### config.mk
export PLATFORM = sky130hd
export DESIGN_NAME = rc_pulse_drive_commander_top
export DESIGN_NICKNAME = d
export VERILOG_FILES = /design/src/rpdc_pkg.sv /design/src/rpdc_reader.sv /design/src/rpdc_mixer.sv /design/src/rpdc_emitter.sv /design/src/rc_pulse_drive_commander_top.sv
export SDC_FILE = /design/constraint.sdc
export NUM_CORES = 1
export LEC_CHECK = 0
export BUFFER_PORTS_ARGS = -buffer_cell sky130_fd_sc_hd__buf_2
export CAP_MARGIN = 20
export CORE_UTILIZATION = 25
export CTS_CLUSTER_SIZE = 12
export DETAILED_ROUTE_END_ITERATION = 7
export MAX_ROUTING_LAYER = met4
export PLACE_DENSITY = 0.49
export SLEW_MARGIN = 5
export SYNTH_ARGS = -nofsm -noshare
export SYNTH_HDL_FRONTEND = slang
export SYNTH_SLANG_ARGS = --single-unit
### constraint.sdc
create_clock -name clk -period 8.5 [get_ports clk]
set_clock_uncertainty 0.15 [all_clocks]
set_input_delay 0.85 -clock clk [delete_from_list [all_inputs] [get_ports clk]]
set_output_delay 0.85 -clock clk [all_outputs]
set_load 0.1 [all_outputs]
### src/rpdc_pkg.sv
// ----------------------------------------------------------------------------
// rpdc_pkg
// Shared types, constants and helper functions for the RC pulse drive commander.
// ----------------------------------------------------------------------------
package rpdc_pkg;

	localparam int COUNT_BITS = 16;
	localparam int WIDTH_BITS = COUNT_BITS + 1;
	localparam int NUM_CH     = 4;
	localparam int NUM_BYTES  = 18;
	localparam int IDX_BITS   = $clog2(NUM_BYTES);
	localparam int FC_BITS    = 32;

	// channel order on the input word
	localparam int CH_FWD    = 0;
	localparam int CH_TURN   = 1;
	localparam int CH_STOP   = 2;
	localparam int CH_MANUAL = 3;

	// configuration register indexes
	localparam logic [1:0] CFG_WIDTH_OFFSET = 2'd0;
	localparam logic [1:0] CFG_PULSE_THRESH = 2'd1;
	localparam logic [1:0] CFG_FLASH_HALF   = 2'd2;

	localparam logic [9:0]  RST_WIDTH_OFFSET = 10'd243;
	localparam logic [3:0]  RST_PULSE_THRESH = 4'd8;
	localparam logic [19:0] RST_FLASH_HALF   = 20'd100000;
	localparam logic [3:0]  TOTAL_MAX        = 4'd15;

	// status frame bytes
	localparam logic [7:0] HDR_HASH   = 8'h23;
	localparam logic [7:0] HDR_PCT    = 8'h25;
	localparam logic [7:0] HDR_ID     = 8'h82;
	localparam logic [7:0] HDR_ZERO   = 8'h00;
	localparam logic [7:0] FILL_ON    = 8'hFF;
	localparam logic [7:0] FILL_OFF   = 8'h00;
	localparam logic [7:0] CHK_MANUAL =
		8'(HDR_HASH + HDR_PCT + HDR_ID + HDR_ZERO + 3 * FILL_ON);
	localparam logic [7:0] CHK_AUTO   =
		8'(HDR_HASH + HDR_PCT + HDR_ID + HDR_ZERO + 3 * FILL_OFF);

	// motor command bytes
	localparam logic [7:0] CMD_BANG   = 8'h21;
	localparam logic [7:0] CMD_RIGHT  = 8'h41;
	localparam logic [7:0] CMD_LEFT   = 8'h42;
	localparam logic [7:0] CMD_LOWER  = 8'h20;
	localparam logic [7:0] CMD_CR     = 8'h0D;

	localparam logic [0:0] PORT_STATUS = 1'b0;
	localparam logic [0:0] PORT_MOTOR  = 1'b1;

	typedef logic signed [WIDTH_BITS-1:0] width_t;

	typedef struct packed {
		logic       manual_frame;
		logic       light;
		logic       mode;
		logic       stop;
		logic       right_neg;
		logic [7:0] right_mag;
		logic       left_neg;
		logic [7:0] left_mag;
	} frame_t;

	function automatic logic [7:0] hex_char(input logic [3:0] v);
		hex_char = (v > 4'd9) ? (8'(v) + 8'h37) : (8'(v) + 8'h30);
	endfunction

	// signed halving, truncated toward zero
	function automatic width_t half_tz(input width_t v);
		width_t t;
		t = v + $signed({{(WIDTH_BITS-1){1'b0}}, v[WIDTH_BITS-1]});
		half_tz = t >>> 1;
	endfunction

endpackage

### src/rpdc_reader.sv
// ----------------------------------------------------------------------------
// rpdc_reader
// Per-channel pulse width measurement, pulse total and phase control.
// ----------------------------------------------------------------------------
module rpdc_reader import rpdc_pkg::*; (
	input  logic              clk,
	input  logic              arst_n,
	input  logic              fire,
	input  logic [NUM_CH-1:0] levels,
	input  logic [9:0]        width_offset,
	input  logic [3:0]        pulse_threshold,
	output logic              serial,
	output width_t            widths [NUM_CH]
);

	logic [NUM_CH-1:0]     high_q;
	logic [COUNT_BITS-1:0] count_q [NUM_CH];
	width_t                width_q [NUM_CH];
	logic [3:0]            total_q;
	logic                  serial_q;

	logic [COUNT_BITS-1:0] count_inc [NUM_CH];
	logic [NUM_CH-1:0]     done;
	logic [4:0]            total_sum;
	logic [3:0]            total_sat;

	always_comb begin
		for (int i = 0; i < NUM_CH; i++) begin
			count_inc[i] = (&count_q[i]) ? count_q[i] : count_q[i] + 1'b1;
			done[i]      = high_q[i] && !levels[i];
		end
		total_sum = 5'(total_q) + 5'($countones(done));
		total_sat = (total_sum > 5'(TOTAL_MAX)) ? TOTAL_MAX : total_sum[3:0];
	end

	always_ff @(posedge clk or negedge arst_n) begin
		if (!arst_n) begin
			high_q   <= '0;
			total_q  <= '0;
			serial_q <= 1'b0;
			for (int i = 0; i < NUM_CH; i++) begin
				count_q[i] <= '0;
				width_q[i] <= '0;
			end
		end else if (fire) begin
			if (serial_q) begin
				serial_q <= 1'b0;
			end else begin
				for (int i = 0; i < NUM_CH; i++) begin
					if (!high_q[i]) begin
						if (levels[i]) begin
							count_q[i] <= COUNT_BITS'(1);
							high_q[i]  <= 1'b1;
						end
					end else begin
						count_q[i] <= count_inc[i];
						if (!levels[i]) begin
							width_q[i] <= $signed({1'b0, count_inc[i]})
								- $signed(WIDTH_BITS'(width_offset));
							high_q[i]  <= 1'b0;
						end
					end
				end
				if (total_sat > pulse_threshold) begin
					total_q  <= '0;
					serial_q <= 1'b1;
				end else begin
					total_q <= total_sat;
				end
			end
		end
	end

	assign serial = serial_q;
	assign widths = width_q;

endmodule

### src/rpdc_mixer.sv
// ----------------------------------------------------------------------------
// rpdc_mixer
// Mode decision, flash counter and differential motor mix for one frame.
// ----------------------------------------------------------------------------
module rpdc_mixer import rpdc_pkg::*; (
	input  logic        clk,
	input  logic        arst_n,
	input  logic        fire,
	input  logic        serial,
	input  width_t      widths [NUM_CH],
	input  logic [19:0] flash_half_period,
	output frame_t      frame
);

	logic [FC_BITS-1:0] fc_q;
	logic [FC_BITS-1:0] half_ext;
	logic [FC_BITS-1:0] fc_base;
	logic               fc_neg;
	logic               stop;
	logic               manual;
	width_t             fwd;
	width_t             turn;
	width_t             right;
	width_t             left;
	logic [7:0]         right_neg_lo;
	logic [7:0]         left_neg_lo;

	function automatic logic is_pos(input width_t v);
		is_pos = !v[WIDTH_BITS-1] && (|v);
	endfunction

	always_comb begin
		half_ext = FC_BITS'(flash_half_period);
		fc_neg   = fc_q[FC_BITS-1];
		stop     = !is_pos(widths[CH_STOP]);
		manual   = stop || is_pos(widths[CH_MANUAL]);

		fc_base = fc_q;
		if (serial && !manual && !fc_neg && (fc_q > half_ext)) begin
			fc_base = '0 - half_ext;
		end

		fwd          = half_tz(widths[CH_FWD]);
		turn         = half_tz(widths[CH_TURN]);
		right        = fwd + turn;
		left         = fwd - turn;
		right_neg_lo = ~right[7:0] + 8'd1;
		left_neg_lo  = ~left[7:0] + 8'd1;

		frame.manual_frame = manual;
		frame.light        = manual || ((|fc_q) && !fc_neg);
		frame.mode         = manual;
		frame.stop         = stop;
		frame.right_neg    = !stop && right[WIDTH_BITS-1];
		frame.left_neg     = !stop && left[WIDTH_BITS-1];
		frame.right_mag    = stop ? 8'd0 : (right[WIDTH_BITS-1] ? right_neg_lo : right[7:0]);
		frame.left_mag     = stop ? 8'd0 : (left[WIDTH_BITS-1] ? left_neg_lo : left[7:0]);
	end

	// counter advances on every accepted tick
	always_ff @(posedge clk or negedge arst_n) begin
		if (!arst_n) begin
			fc_q <= '0;
		end else if (fire) begin
			fc_q <= fc_base + 1'b1;
		end
	end

endmodule

### src/rpdc_emitter.sv
// ----------------------------------------------------------------------------
// rpdc_emitter
// Frame register and byte sequencer feeding the output word register.
// ----------------------------------------------------------------------------
module rpdc_emitter import rpdc_pkg::*; (
	input  logic        clk,
	input  logic        arst_n,
	input  logic        load,
	input  frame_t      frame,
	output logic        busy,
	output logic        out_valid,
	input  logic        out_ready,
	output logic [7:0]  out_data,
	output logic        out_port,
	output logic        out_last,
	output logic        out_light,
	output logic        out_mode,
	output logic        out_stop
);

	frame_t              frame_q;
	logic                pend_q;
	logic [IDX_BITS-1:0] idx_q;
	logic                valid_q;
	logic [7:0]          data_q;
	logic                port_q;
	logic                last_q;
	logic                light_q;
	logic                mode_q;
	logic                stop_q;

	logic [7:0] bytes [NUM_BYTES];
	logic [7:0] fill;
	logic [7:0] right_letter;
	logic [7:0] left_letter;
	logic       advance;
	logic       at_end;

	always_comb begin
		fill         = frame_q.manual_frame ? FILL_ON : FILL_OFF;
		right_letter = frame_q.right_neg ? (CMD_RIGHT + CMD_LOWER) : CMD_RIGHT;
		left_letter  = frame_q.left_neg ? (CMD_LEFT + CMD_LOWER) : CMD_LEFT;

		bytes[0]  = HDR_HASH;
		bytes[1]  = HDR_PCT;
		bytes[2]  = HDR_ID;
		bytes[3]  = HDR_ZERO;
		bytes[4]  = fill;
		bytes[5]  = fill;
		bytes[6]  = fill;
		bytes[7]  = frame_q.manual_frame ? CHK_MANUAL : CHK_AUTO;
		bytes[8]  = CMD_BANG;
		bytes[9]  = right_letter;
		bytes[10] = hex_char(frame_q.right_mag[7:4]);
		bytes[11] = hex_char(frame_q.right_mag[3:0]);
		bytes[12] = CMD_CR;
		bytes[13] = CMD_BANG;
		bytes[14] = left_letter;
		bytes[15] = hex_char(frame_q.left_mag[7:4]);
		bytes[16] = hex_char(frame_q.left_mag[3:0]);
		bytes[17] = CMD_CR;

		advance = pend_q && (!valid_q || out_ready);
		at_end  = (idx_q == IDX_BITS'(NUM_BYTES - 1));
	end

	always_ff @(posedge clk or negedge arst_n) begin
		if (!arst_n) begin
			pend_q  <= 1'b0;
			idx_q   <= '0;
			valid_q <= 1'b0;
		end else begin
			if (load) begin
				pend_q <= 1'b1;
				idx_q  <= '0;
			end else if (advance) begin
				idx_q <= at_end ? '0 : idx_q + 1'b1;
				if (at_end) begin
					pend_q <= 1'b0;
				end
			end
			if (advance) begin
				valid_q <= 1'b1;
			end else if (out_ready) begin
				valid_q <= 1'b0;
			end
		end
	end

	always_ff @(posedge clk) begin
		if (load) begin
			frame_q <= frame;
		end
		if (advance) begin
			data_q  <= bytes[idx_q];
			port_q  <= (idx_q < IDX_BITS'(8)) ? PORT_STATUS : PORT_MOTOR;
			last_q  <= at_end;
			light_q <= frame_q.light;
			mode_q  <= frame_q.mode;
			stop_q  <= frame_q.stop;
		end
	end

	assign busy      = pend_q;
	assign out_valid = valid_q;
	assign out_data  = data_q;
	assign out_port  = port_q;
	assign out_last  = last_q;
	assign out_light = light_q;
	assign out_mode  = mode_q;
	assign out_stop  = stop_q;

endmodule

### src/rc_pulse_drive_commander_top.sv
// ----------------------------------------------------------------------------
// rc_pulse_drive_commander_top
// RC receiver pulse decoder with status frame and differential motor output.
//
//  channel  | dir | fields
//  s_axis   | in  | tdata[3:0] forward, turn, stop, manual pin levels
//  m_axis   | out | tdata data_byte, light_on, manual_pin, stop_active;
//           |     | tuser port_select; tlast last_byte
//  cfg      | in  | cfg_we, cfg_index, cfg_data (offset, threshold, half period)
//
// read-phase samples are taken one per cycle and give no output words.
// a serial tick loads an 18-word frame; the byte sequencer then sends one word
// a cycle through the output register while m_axis_tready holds high.
// read samples keep flowing while a frame drains; the next serial tick waits
// until the frame register is free. arst_n clears all control state.
// ----------------------------------------------------------------------------
module rc_pulse_drive_commander_top import rpdc_pkg::*; (
	input  logic        clk,
	input  logic        arst_n,
	input  logic        s_axis_tvalid,
	output logic        s_axis_tready,
	input  logic [7:0]  s_axis_tdata,   // forward, turn, stop, manual, zero pad
	output logic        m_axis_tvalid,
	input  logic        m_axis_tready,
	output logic [15:0] m_axis_tdata,   // data_byte[7:0], light_on, manual_pin,
	                                    // stop_active, zero pad
	output logic        m_axis_tlast,
	output logic        m_axis_tuser,   // port_select
	input  logic        cfg_we,
	input  logic [1:0]  cfg_index,
	input  logic [19:0] cfg_data
);

	logic [9:0]  width_offset_q;
	logic [3:0]  pulse_threshold_q;
	logic [19:0] flash_half_q;

	logic   fire;
	logic   rd_serial;
	logic   emit_busy;
	width_t widths [NUM_CH];
	frame_t frame;
	logic [7:0] out_data;
	logic   out_light;
	logic   out_mode;
	logic   out_stop;

	always_ff @(posedge clk or negedge arst_n) begin
		if (!arst_n) begin
			width_offset_q    <= RST_WIDTH_OFFSET;
			pulse_threshold_q <= RST_PULSE_THRESH;
			flash_half_q      <= RST_FLASH_HALF;
		end else if (cfg_we) begin
			unique case (cfg_index)
				CFG_WIDTH_OFFSET: width_offset_q    <= cfg_data[9:0];
				CFG_PULSE_THRESH: pulse_threshold_q <= cfg_data[3:0];
				CFG_FLASH_HALF:   flash_half_q      <= cfg_data;
				default: ;
			endcase
		end
	end

	assign s_axis_tready = !rd_serial || !emit_busy;
	assign fire          = s_axis_tvalid && s_axis_tready;

	rpdc_reader u_reader (
		.clk             (clk),
		.arst_n          (arst_n),
		.fire            (fire),
		.levels          (s_axis_tdata[NUM_CH-1:0]),
		.width_offset    (width_offset_q),
		.pulse_threshold (pulse_threshold_q),
		.serial          (rd_serial),
		.widths          (widths)
	);

	rpdc_mixer u_mixer (
		.clk               (clk),
		.arst_n            (arst_n),
		.fire              (fire),
		.serial            (rd_serial),
		.widths            (widths),
		.flash_half_period (flash_half_q),
		.frame             (frame)
	);

	rpdc_emitter u_emitter (
		.clk       (clk),
		.arst_n    (arst_n),
		.load      (fire && rd_serial),
		.frame     (frame),
		.busy      (emit_busy),
		.out_valid (m_axis_tvalid),
		.out_ready (m_axis_tready),
		.out_data  (out_data),
		.out_port  (m_axis_tuser),
		.out_last  (m_axis_tlast),
		.out_light (out_light),
		.out_mode  (out_mode),
		.out_stop  (out_stop)
	);

	assign m_axis_tdata = {5'b0, out_stop, out_mode, out_light, out_data};

	// a serial tick always leaves a frame pending
	assert property (@(posedge clk) disable iff (!arst_n)
		(fire && rd_serial) |=> emit_busy)
		else $error("serial tick did not load a frame");

	// serial phase lasts exactly one accepted tick
	assert property (@(posedge clk) disable iff (!arst_n)
		(fire && rd_serial) |=> !rd_serial)
		else $error("serial phase did not end");

	// the final word of a frame is a motor command byte
	assert property (@(posedge clk) disable iff (!arst_n)
		(m_axis_tvalid && m_axis_tlast) |-> (m_axis_tuser == PORT_MOTOR))
		else $error("last word not on motor port");

	// emergency stop always reports manual mode
	assert property (@(posedge clk) disable iff (!arst_n)
		(m_axis_tvalid && out_stop) |-> (out_mode && out_light))
		else $error("stop word without manual mode");

endmodule

Word level (Yosys, flattened, before mapping)
Cells that the tools add are included.
- bits in registers: 248
- input bits: 35
- output and inout bits: 20
- word-level logic and storage cells: 182
- $add $sub $neg: 29
- order comparisons: 9
- equal/unequal tests: 3
- multiplexer cells: 43
- bitwise logic cells: 8
- reduce and logical (&&, ||, !) cells: 59
- operators by type and width (kind ; number):
    2-to-1 mux 16 bit ; 12
    2-to-1 mux 8 bit ; 9
    subtractor 16 x 10 -> 17 bit ; 4
    adder 16 x 1 -> 16 bit, second input constant ; 4
    AND reduction 16 bit ; 4
    adder 4 x 6 -> 7 bit, second input constant ; 8
    binary-select mux 8 bit (select 5 bit) ; 1
    adder 17 x 2 -> 17 bit ; 2
    OR reduction 17 bit ; 2
    adder 32 x 1 -> 32 bit, second input constant ; 1
    greater-than comparator 32 x 20 -> 1 bit ; 1
    2-to-1 mux 32 bit ; 1
    OR reduction 32 bit ; 1
    subtractor 1 x 20 -> 21 bit, first input constant ; 1
    adder 16 x 16 -> 17 bit ; 1
    subtractor 16 x 16 -> 17 bit ; 1
    adder 8 x 1 -> 8 bit, second input constant ; 2
    greater-than comparator 4 bit, second input constant ; 4
    inverter 8 bit ; 2
    AND reduction 4 bit ; 4
    logical AND 1 bit ; 15
    2-to-1 mux 5 bit ; 3
    nonzero test 2 bit ; 7
    zero test 1 bit ; 12
    other kinds (20) ; 49

Logic depth before layout (Yosys ltp)
Gate-level depths: netlist of run 1.
- word-level depth: 10
- gate-level depth with buffers: 25
- depth with buffers taken out: 19

Modules after synthesis
From an unflattened synthesis of run 1, not the netlist that was laid out.
- cells, all modules: 2175
- area total of the unflattened synthesis: 19433.6 µm²
- modules (own cells, without submodules) (module ; times used ; cells each ; area an instance (µm²) ; sequential area each (µm²)):
    rpdc_reader ; 1 ; 1061 ; 9496.6 ; 3528.4
    rpdc_mixer ; 1 ; 820 ; 6150.9 ; 800.8
    rpdc_emitter ; 1 ; 208 ; 2304.7 ; 1226.2
    rc_pulse_drive_commander_top ; 1 ; 86 ; 1481.4 ; 867.1

Worst setup path after synthesis of run 1
OpenSTA, ideal clock, no wires.
- kind: reg2reg
- start point: register flash_half_q[15]
- end point: register u_mixer.fc_q[24]
- setup time: 124 ps
- arrival: 4654 ps
- required time: 8226 ps
- slack: 3573 ps
- cell stages (with the launch flop): 20
- path buffers: 3
- clock period less this slack: 4927 ps
- cells stage by stage: dfstp_2 -> inv_1 -> ha_1 -> nand4_1 -> nor4_1 -> a2111oi_2 -> nor2_1 -> clkbuf_1 -> clkbuf_1 -> nand2_1 -> nand2_1 -> ha_1 -> clkbuf_1 -> inv_1 -> nor4b_2 -> or4b_4 -> o31ai_4 -> nand2_2 -> a221oi_2 -> nor2_1
- longest elaborated chain between the ends: 4
- elaborated cells between the ends (all ways): 5
- classes of those cells: add/sub (2); order compare (1); mux (1); reduce/logical (1)
- RTL lines (item ; RTL line ; source):
    from (decl) ; rc_pulse_drive_commander_top.sv:36 ; logic [19:0] flash_half_q;
    from (signal assigned) ; rc_pulse_drive_commander_top.sv:57 ; CFG_FLASH_HALF: flash_half_q <= cfg_data;
    greater-than comparator 32 x 20 -> 1 bit ; rpdc_mixer.sv:39 ; if (serial && !manual && !fc_neg && (fc_q > half_ext)) begin
    logical AND 1 bit ; rpdc_mixer.sv:39 ;
    2-to-1 mux 32 bit * ; rpdc_mixer.sv:39 ;
    adder 32 x 1 -> 32 bit * ; rpdc_mixer.sv:65 ; fc_q <= fc_base + 1'b1;
    to (signal assigned) ; rpdc_mixer.sv:65 ;
    to (decl) ; rpdc_mixer.sv:15 ; logic [FC_BITS-1:0] fc_q;
Every way passes the cells marked *; elsewhere a longest branch is shown, timed or not.
A chain may end at the register's enable or synchronous reset.

Worst setup path after layout of run 1
Ends and elaborated chain as after synthesis.

==> impl_metrics.yaml, run 1 <==
setup_path:
  worstSetupPathType: "register to register"
  r2r_setup_slack_ns: 2.71
  worstSetupStartpointType: "register"
  cp-end-kind: "register"
  cpMaxStageDelayCell: "nor3_1"
  critPathArrivalTime_ns: 6.10
  crit_path_cell_trace: "inv_1 > ha_1 > nand4_1 > nor4_1 > nand4b_1 > o2111ai_1 > nor2_4 > o21ai_0 > ha_1 > nand3_1 > nor3_1 > nand3_1 > nor2_1 > o21ai_0 > o31ai_4 > nand2_2 > a221oi_2 > nor2_1"
  slowest_delay_ns: 0.65
  crit_path_max_fanout: 16
  required_ns: 8.80
clocking:
  ctsHoldBuffers: 0
  htreeDepth: 1
  cts_tree: "done"
  numCtsBuffers: 31
  clk_latency_ns: 0.60
  post_cts_buffers: 0
  cts_root_buf: "clkbuf_16"
  cts_resized: 0
  cts.sinks: 247
  cts.clk_slew.worst_paths_ns: 0.06
  max-clock-path-buffers: 3
synthesis:
  syn_avg_cell_area_um2: 8.61
  synth_edf_count: 33
  ys_seq_area_frac: 0.352
  synth_top_cell_by_area: "dfrtp_1"
  synth_area_mm2: 0.0181
  async_reset_ff_frac: 0.866
  synth_seq_cells: 247
  netlist-cell-type-count: 92
  synth_flop_cell: "dfrtp_1"
  syn_inst: 2101
  synth_top_area_frac: 0.278
  yosys-top-cells-area: "dfrtp_1 (28%), ha_1 (8.6%), xnor2_1 (5.7%)"
  yosysWarningCount: 0
final_layout:
  fin_cells: 3082
  drive_above_1_share: 0.0910
  area_growth_syn_to_layout_pct: 12.8
  final_core_util: 0.285
  nNetsFinal: 2274
timing:
  hold_viol_final: 0
  finalSetupViolations: 0
  relSlewSlack: 0.313
  holdWs_ns: 0.0893
  rsz0062_at_grt: "false"
  drv_slew: 0
  final.min_clock_period_ns: 5.79
  fin_tns_setup_ns: 0
  fmax_mhz: 173
  post-route-period-util: 0.681
  worstMarginPinSlew_ns: 1.03
floorplan:
  die_x_um: 271
  rows: 98
  initial_core_util: 0.253
  pin_count: 55
  die_h_um: 271
  dieArea_mm2: 0.0735
  coreArea_mm2: 0.0716
route:
  ant_nets: 0
  vias_per_cell: 4.86
  routed_wl_mm: 47.1
  post-route-drc-count: 0
  detail_route.wl_per_cell_um: 15.3
  drtIter0Drc: 969
  dr_total_vias: 14970
  dr.pass1.iters: 5
worst_hold_path:
  min_path_type: "primary input to async pin"
place:
  dpl.hpwl_mm: 34.7
  place_congestion: 0.876
  port_buffers: 45
  placedCellCount: 3019
flow_run:
  drv_cap: 0
outcome:
  status: "finished clean"
power:
  peakVddDrop_v: 0.000216
  leakage_uw: 0.00873
  power_density_mw_per_mm2: 339
  power.total_uw: 6920
global_routing:
  grt_pass1_vias: 14871
  antenna_found_initial: 0
  grt_pass1_wl_mm: 77.9
  overflow: 0
  grt_max_degree: 80
  grt_util_all_layers: 0.131
[final cells by class]
type	count	area [um2]
Multi-Input combinational cell	1656	10900
Inverter	112	420
Fill cell	7663	51200
Clock buffer	44	966
Sequential cell	247	6360
Tap cell	950	1190
Antenna cell	1	2.50
Clock inverter	14	203
Timing Repair Buffer	58	372
[flip-flops by register name, indices dropped and copies added, names as in the netlist, 4 cells and up]
| register | flops |
|---|---|
| u_reader.count_q | 64 |
| u_mixer.fc_q | 32 |
| u_emitter.frame_q | 20 |
| pulse_threshold_q | 4 |
| u_reader.widths | 68 |
| u_reader.high_q | 4 |
| u_emitter.out_data | 8 |
| u_emitter.idx_q | 5 |
| width_offset_q | 10 |
| flash_half_q | 20 |
| u_reader.total_q | 4 |
[synth_stat cells (24+ instances only)]
library cell    n
ha_1          124
nor2_1        154
xor2_1         53
nand2b_1       25
nor3_1         45
dfrtp_1       201
clkbuf_1       69
a21oi_1       120
edfxtp_1       33
o31ai_1        25
nor4_1         28
nor2b_1        24
nand2_1       274
and3_1         43
nand4_1        29
mux2_2         28
a31oi_1        29
o21ai_0       160
xnor2_1       118
inv_1         111
nand3_1        70
[worst paths after layout]
kind,from,end,cells past startpoint
max,flash_half_q[15]$_DFFE_PN1P_,u_mixer.fc_q[24]$_DFFE_PN0P_,18
min,arst_n,u_reader.count_q[30]$_DFFE_PN0P_,1
max reg2reg,flash_half_q[15]$_DFFE_PN1P_,u_mixer.fc_q[24]$_DFFE_PN0P_,18
min reg2reg,u_emitter.frame_q[18]$_DFFE_PP_,u_emitter.out_stop$_DFFE_PP_,0
max in group asynchronous,arst_n,u_mixer.fc_q[23]$_DFFE_PN0P_,2
min in group clk,u_emitter.frame_q[18]$_DFFE_PP_,u_emitter.out_stop$_DFFE_PP_,0
[where the power goes]
part | switching (uW) | internal, uW | total, uW
Clock | 546 | 936 | 1480
Combinational | 1990 | 1310 | 3300
Sequential | 493 | 1650 | 2140
Total | 3030 | 3890 | 6920
[metal layers]
metal	wire length, um	track usage
met3	1670	0.0176
met1	22700	0.170
met4	1190	0.0360
met2	21500	0.214
met5	0	-
[worst max-delay path, delay by kind of cell, from the launching register on]
kind	cells	cell delay, ns
buffers and inverters	1	0.10
adders and majority gates	2	0.72
AOI/OAI and AO/OA	5	1.19
and+or+nand+nor	10	2.91
DFF	1	0.59
[stage by stage]
step | worst slack [ns] | cell area, um2
floorplan | 3.57 | 18100
global placement | 2.93 | 19200
detailed placement | 2.83 | 19200
CTS | 2.77 | 20300
global route | 2.36 | 20400
finish | 2.71 | 20400
[kinds of logic after synthesis]
| family | synth area share |
|---|---|
| flops | 0.352 |
| buf+inv | 0.0483 |
| fa+ha+maj | 0.0957 |
| xor+xnor | 0.0828 |
| compound gates | 0.179 |
| mux | 0.0309 |
| other cells | 0.000207 |
| simple gates | 0.211 |
[layout by cell type (no fill, tap or decap), types with 28 or more instances in the layout]
cell type,netlist,routed
nand4_1,29,29
buf_2,0,44
mux2_2,28,28
nor2_1,154,153
o21ai_0,160,160
xor2_1,53,53
xnor2_1,118,118
ha_1,124,124
nand3_1,70,70
and3_1,43,43
dfrtp_1,201,201
a21oi_1,120,120
a31oi_1,29,29
nor3_1,45,45
nor4_1,28,28
clkbuf_16,0,32
nand2_1,274,274
inv_1,111,111
edfxtp_1,33,33
Power figures use the tool's default switching activity.
==> run 2: changes to the inputs <==
--- a/config.mk
+++ b/config.mk
@@ -5,6 +5,7 @@
 export SDC_FILE = /design/constraint.sdc
 export NUM_CORES = 1
 export LEC_CHECK = 0
+export ABC_AREA = 1
 export BUFFER_PORTS_ARGS = -buffer_cell sky130_fd_sc_hd__buf_2
 export CAP_MARGIN = 20
 export CORE_UTILIZATION = 25
==> constraint.sdc (replaced) <==
create_clock -name clk -period 5.79 [get_ports clk]
set_clock_uncertainty 0.15 [all_clocks]
set_input_delay 0.579 -clock clk [delete_from_list [all_inputs] [get_ports clk]]
set_output_delay 0.579 -clock clk [all_outputs]
set_load 0.1 [all_outputs]
==> run 2 against run 1 <==
Net effect:
- first-iteration DRC count shrank 5.6%
- design area grew 2.4%
- sequential share of layout area is 0.73 points lower
- the flow now finishes with violations (DRC)
- largest cell class unchanged
- largest power group unchanged
- global-route usage is 0.13 points higher
- power is 65% higher
- clock-buffer cell count up 2
- hold slack got worse by 0.028 ns
- die area increased by 2.7%
==> impl_metrics.yaml, run 2 <==
synthesis:
  synth_flop_cell: "dfrtp_1"
  synth_seq_cells: 247
  synth_top_area_frac: 0.271
  syn_inst: 2575
  synth.most_common_cell: "nand2_1"
  synthTopCellsByCount: "nand2_1 (596), inv_1 (390), nor2_1 (251)"
  synth_area_mm2: 0.0186
  synth_edf_count: 33
  yosys-top-cells-area: "dfrtp_1 (27%), nand2_1 (12%), ha_1 (8.3%)"
  synth_top_cell_by_area: "dfrtp_1"
  syn_avg_cell_area_um2: 7.22
  netlist-cell-type-count: 61
  async_reset_ff_frac: 0.866
  yosysWarningCount: 0
  ys_seq_area_frac: 0.342
clocking:
  numCtsBuffers: 31
  cts_root_buf: "clkbuf_16"
  htreeDepth: 1
  post_cts_buffers: 0
  max-clock-path-buffers: 3
  cts.sinks: 247
  clk_latency_ns: 0.60
  cts_tree: "done"
  cts.clk_slew.worst_paths_ns: 0.06
flow_run:
  drv_cap: 0
global_routing:
  grt_pass1_wl_mm: 79.6
  overflow: 0
  antenna_found_initial: 1
  grt_pass1_vias: 15257
  grt_max_degree: 139
  grt_util_all_layers: 0.133
timing:
  fmax_mhz: 224
  fin_tns_setup_ns: 0
  final.min_clock_period_ns: 4.46
  relSlewSlack: 0.349
  rsz0062_at_grt: "false"
  finalSetupViolations: 0
  drv_slew: 0
  worstMarginPinSlew_ns: 0.967
  holdWs_ns: 0.0616
  hold_viol_final: 0
  post-route-period-util: 0.771
floorplan:
  initial_core_util: 0.254
  die_h_um: 275
  die_x_um: 275
  dieArea_mm2: 0.0755
  coreArea_mm2: 0.0732
  pin_count: 55
  rows: 99
final_layout:
  fin_cells: 3596
  area_growth_syn_to_layout_pct: 12.4
  drive_above_1_share: 0.0797
  nFillCells: 8085
  nNetsFinal: 2779
  final_common_cell: "nand2_1"
  mostFrequentLayoutCells: "nand2_1 (596), inv_1 (390), nor2_1 (251)"
  final_core_util: 0.285
  largest_reg_flops: 68
setup_path:
  slowest_delay_ns: 0.78
  cp-end-kind: "register"
  required_ns: 6.12
  worstSetupPathType: "register to register"
  critPathArrivalTime_ns: 4.79
  crit_buf_inv: 1
  worstSetupStartpointType: "register"
  cpMaxStageDelayCell: "nor4_1"
  critical_path.top_delay_family: "simple AND/OR/NAND/NOR gates"
  crit_path_cell_trace: "ha_1 > inv_1 > nor3_1 > nand4_1 > nor4_1 > nor3_1 > a21oi_1 > ha_1 > nand3_1 > nand3_1 > nand2_1 > nand2_1 > a21oi_1 > nor2_1 > o21ai_0 > nand2_1 > nand2_1 > a21boi_0 > nor2_1 > nand3_1 > nand3_1 > o211ai_1"
  crit_path_max_fanout: 5
place:
  dpl.hpwl_mm: 37.1
  place_congestion: 0.864
  placedCellCount: 3535
  port_buffers: 45
route:
  drtIter0Drc: 915
  vias_per_cell: 4.48
  routed_wl_mm: 48.6
  ant_nets: 0
  detail_route.wl_per_cell_um: 13.5
  dr_total_vias: 16128
  dr.pass1.iters: 8
  post-route-drc-count: 2
worst_hold_path:
  min_path_type: "primary input to register"
power:
  power_density_mw_per_mm2: 548
  peakVddDrop_v: 0.000243
  leakage_uw: 0.0101
outcome:
  failed_checks: "DRC"
  status: "finished with violations"
run 2: through the flow:
stage | power, uW | setup slack, ns | area (um2)
5_1_grt | 12600 | 0.850 | 20900
3_3_place_gp | 9420 | 1.31 | 19800
3_5_place_dp | 9440 | 1.29 | 19800
2_1_floorplan | 7960 | 2.02 | 18600
6_report | 11400 | 1.33 | 20900
4_1_cts | 11600 | 1.27 | 20900
run 2: final timing paths:
path | start | slack [ns] | to | cells after the start
hold / removal | cfg_data[16] | 0.06 | flash_half_q[16]$_DFFE_PN1P_ | 3
hold reg to reg | u_reader.widths[1]$_DFFE_PN0P_ | 0.32 | u_reader.widths[1]$_DFFE_PN0P_ | 2
setup / recovery | u_reader.count_q[32]$_DFFE_PN0P_ | 1.33 | u_reader.widths[48]$_DFFE_PN0P_ | 22
min in group asynchronous | arst_n | 0.36 | u_reader.count_q[28]$_DFFE_PN0P_ | 2
setup reg to reg | u_reader.count_q[32]$_DFFE_PN0P_ | 1.33 | u_reader.widths[48]$_DFFE_PN0P_ | 22
max in group asynchronous | arst_n | 3.85 | u_mixer.fc_q[2]$_DFFE_PN0P_ | 3
run 2: what timing repair did:
item                      CTS  global route
hold buffers                1             0
gates resized for setup     0             0
hold endpoints to repair   64             0
run 2: cell families after synthesis:
family	after synthesis	synth area share
compound gates	408	0.122
buf+inv	466	0.0989
flops	247	0.342
fa+ha+maj	133	0.0932
simple gates	1201	0.287
other cells	1	0.000202
xor+xnor	119	0.0565
run 2: layout make-up:
| cell class | instances | area, um2 | area share |
|---|---|---|---|
| Inverter | 412 | 1550 | 0.0740 |
| Clock buffer | 46 | 892 | 0.0427 |
| Tap cell | 959 | 1200 | 0.0574 |
| Timing Repair Buffer | 53 | 308 | 0.0147 |
| Antenna cell | 1 | 2.50 | 0.000120 |
| Sequential cell | 247 | 6360 | 0.304 |
| Multi-Input combinational cell | 1866 | 10400 | 0.498 |
| Clock inverter | 12 | 180 | 0.00862 |
run 2: report_power, final:
group          switching, uW  total (uW)  internal (uW)
logic                   4170        6330           2160
registers                532        3070           2530
clock network            808        2050           1240
run 2: worst min-delay path, delay by kind of cell:
kind	cells	cell delay (ns)
buffers and inverters	1	0.09
AND/OR/NAND/NOR	1	0.09
AO/OA/AOI/OAI	1	0.04
run 2: per-layer routing:
metal  share of wire  vias to the layer above  track usage  wire, um
met1            0.52                     7385        0.189     25400
li1                -                     8444            -         -
met2            0.43                      232        0.201     20800
met4           0.020                        0       0.0270       965
met5               0                        -            -         0
met3           0.031                       67       0.0150      1520
==> run 3: changes to the inputs <==
--- a/config.mk
+++ b/config.mk
@@ -5,7 +5,7 @@
 export SDC_FILE = /design/constraint.sdc
 export NUM_CORES = 1
 export LEC_CHECK = 0
-export ABC_AREA = 1
+export ABC_AREA = 0
 export BUFFER_PORTS_ARGS = -buffer_cell sky130_fd_sc_hd__buf_2
 export CAP_MARGIN = 20
 export CORE_UTILIZATION = 25
==> constraint.sdc (replaced) <==
create_clock -name clk -period 4.3 [get_ports clk]
set_clock_uncertainty 0.15 [all_clocks]
set_input_delay 0.43 -clock clk [delete_from_list [all_inputs] [get_ports clk]]
set_output_delay 0.43 -clock clk [all_outputs]
set_load 0.1 [all_outputs]
==> run 3 against run 2 <==
Net effect:
- the flow now finishes without violations
- via count fell by 4.4%
- wire length rose by 0.11%
- setup slack got worse by 1.2 ns
- critical path depth fell by 4
- first-iteration DRC count rose by 5.4%
- hold slack improved by 0.0024 ns
- die area fell by 2.6%
- design area rose by 3.2%
- clock-buffer cell count rose by 7
- critical endpoint is now u_mixer.fc_q[24]$_DFFE_PN0P_
- largest power group unchanged
==> impl_metrics.yaml, run 3 (synthesis results as in run 1) <==
timing:
  fmax_mhz: 237
  post-route-period-util: 0.982
  holdWs_ns: 0.0641
  rsz0062_at_grt: "true"
  fin_tns_setup_ns: 0
  worstMarginPinSlew_ns: 1.07
  drv_slew: 0
  relSlewSlack: 0.287
  final.min_clock_period_ns: 4.22
  hold_viol_final: 0
  finalSetupViolations: 0
power:
  power.total_uw: 14100
  peakVddDrop_v: 0.000299
  comb_power_share: 0.519
  sequentialPowerShare: 0.280
  p_sw_uw: 6150
  p_clk_frac: 0.201
  leakage_uw: 0.00934
  cellInternalPower_uw: 7970
  p_sw_frac: 0.436
  power_density_mw_per_mm2: 655
final_layout:
  largest_reg_flops: 68
  final_common_cell: "nand2_1"
  area_growth_syn_to_layout_pct: 19.2
  nNetsFinal: 2404
  drive_above_1_share: 0.145
  mostFrequentLayoutCells: "nand2_1 (272), dfrtp_1 (200), o21ai_0 (155)"
  post-route-cell-area_mm2: 0.0216
clocking:
  max-clock-path-buffers: 3
  cts_tree: "done"
  cts.sinks: 247
  htreeDepth: 2
  cts_root_buf: "clkbuf_16"
  numCtsBuffers: 34
  cts.clk_slew.worst_paths_ns: 0.05
  clk_latency_ns: 0.55
global_routing:
  met3_usage: 0.0195
  grt_util_all_layers: 0.137
  antenna_found_initial: 2
  overflow: 0
  use_met2: 0.216
  grt_pass1_vias: 15221
  grt_max_degree: 83
  use_met1: 0.180
  grt_pass1_wl_mm: 80.2
  busiest_layer: "met2"
place:
  post_dp_cell_area_mm2: 0.0200
  port_buffers: 45
  dpl.hpwl_mm: 36.6
  place_congestion: 0.878
setup_path:
  required_ns: 4.56
  cp-end-kind: "register"
  critPathArrivalTime_ns: 4.49
  worstSetupPathType: "register to register"
  crit_path_max_fanout: 6
  r2r_start: "flash_half_q[9]$_DFFE_PN1P_"
  worstSetupStartpointType: "register"
  startpoint: "flash_half_q[9]$_DFFE_PN1P_"
floorplan:
  die_x_um: 271
  dieArea_mm2: 0.0735
  die_h_um: 271
  coreArea_mm2: 0.0716
  initial_core_util: 0.253
  rows: 98
  pin_count: 55
route:
  detail_route.wl_per_cell_um: 15.2
  dr_total_vias: 15412
  vias_per_cell: 4.80
  dr.pass1.iters: 5
  routed_wl_mm: 48.7
  post-route-drc-count: 0
  drtIter0Drc: 964
  ant_nets: 0
outcome:
  status: "finished clean"
worst_hold_path:
  hp-start: "cfg_data[0]"
  min_path_type: "primary input to register"
flow_run:
  drv_cap: 0
## run 3: cell count changes in the layout (fill, tap and decap cells not counted), moves of 25 or more
| cell | delta |
|---|---|
| nand2_1 | -324 |
| mux2_2 | +28 |
| nand3_1 | -89 |
| buf_4 | +108 |
| and3_1 | +43 |
| o22ai_1 | -27 |
| inv_1 | -287 |
| nor2_1 | -99 |
| nand2b_1 | +25 |
| xor2_1 | -40 |
| xnor2_1 | +91 |
## run 3: power by group through the flow
stage,Combinational [uW],Sequential (uW),Clock [uW]
5_1_grt,8290,4080,3040
4_1_cts,7320,3950,2950
6_report,7330,3950,2840
3_5_place_dp,7270,3980,0
3_3_place_gp,7120,3960,0
2_1_floorplan,5100,4120,0
## run 3: worst max-delay path: stages (launching register included)
cell and delay, ns:
dfstp_2 0.53, inv_2 0.05, ha_4 0.25, nand4_1 0.12, buf_4 0.16, nor4_4 0.27
buf_4 0.18, a2111oi_4 0.08, nor2_4 0.20, nand2_2 0.07, o21ai_2 0.07, ha_2 0.23
inv_4 0.05, nor4b_4 0.27, or4b_4 0.52, o31ai_4 0.34, nand2_2 0.16, a221oi_2 0.30
nor2_1 0.08
## run 3: cell type report
class | count | area, um2
fill | 7520 | 50000
multi-input combinational | 1656 | 11100
sequential | 247 | 6360
timing repair buffer | 185 | 1360
tap | 950 | 1190
clock buffer | 53 | 1030
inverter | 112 | 423
clock inverter | 8 | 87.6
antenna | 2 | 5.00
## run 3: final timing paths
path	to	slack, ns	cells after the start
setup / recovery	u_mixer.fc_q[24]$_DFFE_PN0P_	0.08	18
hold / removal	pulse_threshold_q[0]$_DFFE_PN0P_	0.06	2
hold reg to reg	u_emitter.out_stop$_DFFE_PP_	0.27	0
setup reg to reg	u_mixer.fc_q[24]$_DFFE_PN0P_	0.08	18
max in group asynchronous	u_reader.widths[40]$_DFFE_PN0P_	2.64	3
min in group asynchronous	u_reader.count_q[31]$_DFFE_PN0P_	0.35	2
## run 3: through the flow
step | setup WS, ns | utilization | std cells
5_1_grt | -0.140 | 0.301 | 3213
4_1_cts | 0.0370 | 0.299 | 3206
2_1_floorplan | -0.278 | - | 2105
3_3_place_gp | -0.0683 | 0.280 | 3118
6_report | 0.0769 | 0.301 | 3213
3_5_place_dp | -0.147 | 0.280 | 3118
## run 3: metal layers
layer	up-vias	wire length [um]
li1	7749	-
met1	7326	23300
met2	271	22500
met3	66	1810
met4	0	1120
met5	-	0
## run 3: repair_timing
action / CTS / global route
endpoints found under the hold margin: 112 / 0
setup buffers: 2 / 2
pin swaps: 2 / 10
hold buffers: 25 / 0
gates resized for setup: 1 / 27
endpoints found under the setup margin: 6 / 23
